**src/hw/rtl/bmp_row_pixel_replication_upscaler_core_macros.svh**
```systemverilog
// Assertion macros used by the upscaler top level.
`ifndef BMP_ROW_PIXEL_REPLICATION_UPSCALER_CORE_MACROS_SVH
`define BMP_ROW_PIXEL_REPLICATION_UPSCALER_CORE_MACROS_SVH

// Checked on every clock edge outside reset.
`define BMPUP_ASSERT(label, prop, msg) \
   label: assert property (@(posedge clock) disable iff (reset) prop) else $error(msg);

// Checked on every clock edge, reset included.
`define BMPUP_ASSERT_ALWAYS(label, prop, msg) \
   label: assert property (@(posedge clock) prop) else $error(msg);

`endif

```
**src/hw/rtl/bmpup_pkg.sv**
```systemverilog
// Types and constants of the BMP row upscaler.
`default_nettype none

package bmpup_pkg;

   localparam logic CMD_LOAD = 1'b0;
   localparam logic CMD_PULL = 1'b1;

   localparam int CSR_INDEX_W = 2;
   localparam int CSR_DATA_W  = 11;
   localparam int WIDTH_REG_W = 11;
   localparam int SCALE_REG_W = 7;
   localparam int COLUMN_W    = 10;

   localparam logic [CSR_INDEX_W-1:0] CSR_SOURCE_WIDTH = 2'd0;
   localparam logic [CSR_INDEX_W-1:0] CSR_SCALE_FACTOR = 2'd1;

   typedef struct packed {
      logic                command;
      logic [COLUMN_W-1:0] column;
      logic [7:0]          blue_in;
      logic [7:0]          green_in;
      logic [7:0]          red_in;
   } req_type;

   typedef struct packed {
      logic [7:0] blue_out;
      logic [7:0] green_out;
      logic [7:0] red_out;
      logic       is_padding;
      logic       row_end;
      logic       repeat_done;
   } rsp_type;

   // per-pull status from the sequencer
   typedef struct packed {
      logic is_padding;
      logic row_end;
      logic repeat_done;
      logic pix_valid;
   } step_type;

endpackage

`default_nettype wire

```
**src/hw/rtl/bmpup_seq.sv**
```systemverilog
// Output sequencer: column, pixel repeat, padding and row repeat counters.
`default_nettype none

module bmpup_seq #(
   parameter int MAX_WIDTH = 1024,
   parameter int MAX_SCALE = 100
) (
   input  wire logic                                 clock,
   input  wire logic                                 reset,
   input  wire logic                                 pull,
   input  wire logic [$clog2(MAX_WIDTH+1)-1:0]       eff_width,
   input  wire logic [$clog2(MAX_SCALE+1)-1:0]       eff_scale,
   output logic      [$clog2(MAX_WIDTH+1)-1:0]       rd_index,
   output bmpup_pkg::step_type                       step
);

   localparam int WIDX_W = $clog2(MAX_WIDTH+1);
   localparam int SW     = $clog2(MAX_SCALE+1);

   logic [WIDX_W-1:0] idx_ff, idx_in;
   logic [SW-1:0]     rep_ff, rep_in;
   logic [SW-1:0]     row_ff, row_in;
   logic [1:0]        pad_ff, pad_in;
   logic              in_pad_ff, in_pad_in;

   logic [1:0]        w2, s2, pad_bytes;
   logic [SW:0]       rep_sum, row_sum;
   logic [WIDX_W:0]   idx_sum;
   logic [2:0]        pad_sum;
   logic              pix_last, width_end, end_row, done;

   // bytes per row = 3*w*s, so the pad to a 4-byte multiple is w*s mod 4
   always_comb begin
      w2        = 2'(eff_width);
      s2        = 2'(eff_scale);
      pad_bytes = 2'(w2 * s2);
   end

   always_comb begin
      rep_sum   = {1'b0, rep_ff} + 1'b1;
      row_sum   = {1'b0, row_ff} + 1'b1;
      idx_sum   = {1'b0, idx_ff} + 1'b1;
      pad_sum   = {1'b0, pad_ff} + 1'b1;
      pix_last  = rep_sum >= {1'b0, eff_scale};
      width_end = pix_last && (idx_sum >= {1'b0, eff_width});
      if (in_pad_ff) begin
         end_row = pad_sum >= {1'b0, pad_bytes};
      end else begin
         end_row = width_end && (pad_bytes == 2'd0);
      end
      done = end_row && (row_sum >= {1'b0, eff_scale});

      idx_in    = idx_ff;
      rep_in    = rep_ff;
      row_in    = row_ff;
      pad_in    = pad_ff;
      in_pad_in = in_pad_ff;
      if (pull) begin
         if (end_row) begin
            in_pad_in = 1'b0;
            idx_in    = '0;
            rep_in    = '0;
            pad_in    = '0;
            row_in    = done ? '0 : SW'(row_sum);
         end else if (!in_pad_ff) begin
            rep_in = pix_last ? '0 : SW'(rep_sum);
            if (pix_last) begin
               idx_in = WIDX_W'(idx_sum);
            end
            if (width_end) begin
               in_pad_in = 1'b1;
               pad_in    = '0;
            end
         end else begin
            pad_in = 2'(pad_sum);
         end
      end
   end

   always_ff @(posedge clock) begin
      if (reset) begin
         idx_ff    <= '0;
         rep_ff    <= '0;
         row_ff    <= '0;
         pad_ff    <= '0;
         in_pad_ff <= 1'b0;
      end else begin
         idx_ff    <= idx_in;
         rep_ff    <= rep_in;
         row_ff    <= row_in;
         pad_ff    <= pad_in;
         in_pad_ff <= in_pad_in;
      end
   end

   assign rd_index         = idx_ff;
   assign step.is_padding  = in_pad_ff;
   assign step.row_end     = end_row;
   assign step.repeat_done = done;
   assign step.pix_valid   = !in_pad_ff && (32'(idx_ff) < MAX_WIDTH);

endmodule

`default_nettype wire

```
**config.mk**
```make
export PLATFORM = sky130hd
export DESIGN_NAME = bmpup_seq
export DESIGN_NICKNAME = d
export VERILOG_FILES = /design/src/hw/rtl/bmp_row_pixel_replication_upscaler_core_macros.svh /design/src/hw/rtl/bmpup_pkg.sv /design/src/hw/rtl/bmpup_seq.sv
export SDC_FILE = /design/constraint.sdc
export NUM_CORES = 1
export LEC_CHECK = 0
export BUFFER_PORTS_ARGS = -buffer_cell sky130_fd_sc_hd__buf_2
export CAP_MARGIN = 20
export CORE_MARGIN = 2
export CORE_UTILIZATION = 57
export DETAILED_ROUTE_END_ITERATION = 12
export GPL_ROUTABILITY_DRIVEN = 0
export PLACE_DENSITY = 0.87
export SYNTH_ARGS = -nofsm -noshare
export SYNTH_HDL_FRONTEND = slang
export SYNTH_SLANG_ARGS = --single-unit
export TNS_END_PERCENT = 50
```
**constraint.sdc**
```tcl
create_clock -name clock -period 4.9 [get_ports clock]
set_clock_uncertainty 0.1 [all_clocks]
set_input_delay 0.49 -clock clock [delete_from_list [all_inputs] [get_ports clock]]
set_output_delay 0.49 -clock clock [all_outputs]
set_load 0.01 [all_outputs]
```
==> run_results.csv <==
group,metric,value,unit
finish,drive_gt1_share,15.12,%
outcome,outcome,"finished, final reports clean",
yosys,synth_top_flop_cell,"dfxtp_1",
yosys,yosysSeqAreaShare,25.00,%
finish,layout.cells.non_filler,339,
critical_path,cp_max_fo,27,
route,wire_per_inst,14.19,um
cts,cts_max_level,1,
hold_path,hold_path_class,"reg -> reg",
die,die_area,0.004452,mm^2
cts,cts_inserted_buffers,3,
critical_path,startpoint,"rd_index[0]",
critical_path,required,4.31,ns
yosys,ys_types,47,
place,hpwl,3.632,mm
yosys,synth_top_area_cell,"dfxtp_1",
route,dr.pass1.iters,4,
timing,rsz0062_at_grt,"false",
timing,final.setup.tns,0,ns
route,wl,4.811,mm
yosys,synth_area_leaders,"dfxtp_1 (25%), ha_1 (17%), a32o_1 (4.5%), nand3_1 (4.0%), inv_1 (3.9%)",
global_routing,grt_overflow,0,
yosys,ys_ff_latch,28,
finish,fin_nets,345,
die,die_y,66.72,um
finish,num-fill-cells,317,
cts,clk_latency,0.27,ns
route,ant_nets,0,
critical_path,end_kind,"primary output",
yosys,netlist_area,0.002242,mm^2
finish,syn_to_final_growth,8.315,%
timing,setup_viol_count_final,0,
die,fp.dieW,66.72,um
cts,clockBufferDepth,2,
power,peakVddDrop,118.8,uV
global_routing,first_global_vias,1772,
global_routing,grt_pass1_wl,7.948,mm
finish,multi_input_area,0.001505,mm^2
place,dp.cells,336,
cts,cts_resized,0,
timing,period_needed,4.371,ns
power,power_density,167.8,mW/mm^2
yosys,synth-edff-count,0,
timing,hold_viol_final,0,
die,rows,22,
route,vias,1960,
yosys,synthArstFlopShare,0,%
cts,clkTransAtPathRegs,0.09,ns
global_routing,track_usage,22.96,%
route,via_per_inst,5.782,
finish,register_area,560.5,um^2
yosys,syn_area_per_cell,8.493,um^2
timing,worst_pin_slew,0.7372,ns
place,portBuffers,35,
global_routing,grt_max_degree,28,
finish,final_cell_mix,"buf_2 (35), ha_1 (30), dfxtp_1 (28)",
finish,final_common_cell,"buf_2",
finish,antenna_cells,0,
cts,holdBufCountCts,0,
die,start_util,60.34,%
timing,slew_headroom,50.48,%
critical_path,critPathKind,"reg -> out",
timing,drv_slew,0,
timing,fmax,0.2288,GHz
yosys,synth_nets,316,
hold_path,min_from,"pad_ff[1]",
route,drtIter0Drc,141,
power,total_leakage_power,1.203,nW
cts,cts_setup_buffers,0,
die,ios,36,
die,core,0.003716,mm^2
cts,root_buffer,"clkbuf_8",
run,maxCapViolCount,0,
yosys,syn_inst,264,
cts,clkSinkCount,28,
critical_path,start_kind,"flip-flop",
yosys,yosys_warnings,0,
timing,post-route-period-util,89.20,%
global_routing,antenna_found_initial,0,
route,drcViolationCount,0,
critical_path,r2r-start,"rd_index[0]",
yosys,yosysTopAreaCellShare,25.00,%
critical_path,critPathArrivalTime,3.78,ns
cts,cts_tree,"done",
worst max-delay path, cell delays in order (launching register included):
cell and delay [ns]:
dfxtp_1 0.46, ha_1 0.27, nand3_1 0.16, nor3_1 0.52
nand3_1 0.17, xnor2_1 0.17, ha_1 0.18, a21o_1 0.18
a211o_1 0.29, a221o_1 0.26, a31oi_1 0.20, o21bai_4 0.35
nor3_1 0.13, buf_2 0.17
worst paths after layout:
path                                  end  cells after the start  slack [ns]
worst min register to register  pad_ff[1]                      2        0.41
worst min-delay path            pad_ff[1]                      2        0.41
worst max-delay path              step[1]                     13        0.53
worst max register to register  row_ff[3]                     13        1.06
routing by layer:
metal / vias to the layer above / part of all wire [%] / track usage [%]
met1: 887 / 47 / 31.57
met3: 6 / 4.8 / 2.703
met4: 0 / 1.1 / 7.143
met5: - / 0 / 0
met2: 54 / 47 / 37.38
li1: 1013 / - / -
synth_stat cells (all sizes together), types with 4 or more instances:
library cell and instances:
ha 30, dfxtp 28, inv 23, nand2 21, nand3 18, a21oi 14
o21ai 13, nor2 12, a32o 10, xnor2 9, buf 8, xor2 8
and3 7, nand2b 7, a31oi 5, a21o 4, and2 4, mux2i 4
o211ai 4
kinds of logic (layout without fill, tap and decap cells):
| logic type | after synthesis | in the layout | share of synthesized area (%) |
|---|---|---|---|
| XOR/XNOR | 17 | 17 | 6.641 |
| adder cells (fa/ha/maj) | 31 | 31 | 17.63 |
| buffers and inverters | 34 | 61 | 7.868 |
| flip-flops | 28 | 28 | 25.00 |
| multiplexers | 4 | 4 | 1.786 |
| AND/OR/NAND/NOR | 83 | 83 | 19.98 |
| AO/OA/AOI/OAI | 67 | 67 | 21.09 |
through the flow:
| step | setup slack [ns] | cell area [um^2] | utilization, % | hold WS, ns | total power, mW |
|---|---|---|---|---|---|
| 6_report | 0.5293 | 2429 | 65.35 | 0.4076 | 0.4075 |
| 5_1_grt | 0.2767 | 2429 | 65.35 | 0.4415 | 0.4227 |
| 4_1_cts | 0.5479 | 2429 | 65.35 | 0.4083 | 0.4076 |
| 3_5_place_dp | 0.9269 | 2387 | 64.24 | 0.3931 | 0.2852 |
| 3_3_place_gp | 1.116 | 2387 | 64.24 | 0.3790 | 0.2831 |
| 2_1_floorplan | 1.217 | 2242 | - | 0.3628 | 0.2676 |
registers in the layout, indices dropped and copies added (netlist names):
name,flops
row_ff,7
in_pad_ff,1
pad_ff,2
rep_ff,7
rd_index,11
final cells by class:
| cell class | instances | share of cell area, % |
|---|---|---|
| Clock buffer | 3 | 1.700 |
| Timing Repair Buffer | 35 | 7.213 |
| Multi-Input combinational cell | 202 | 61.98 |
| Tap cell | 48 | 2.473 |
| Inverter | 23 | 3.555 |
| Sequential cell | 28 | 23.08 |
where the power goes:
part | leakage, nW | internal (mW) | switching, mW | total [mW]
sequential | 0.226 | 0.229 | 0.00269 | 0.232
clock | 0.0216 | 0.0553 | 0.0718 | 0.127
combinational | 0.956 | 0.0202 | 0.0284 | 0.0487
(Power assumes the default switching activity.)
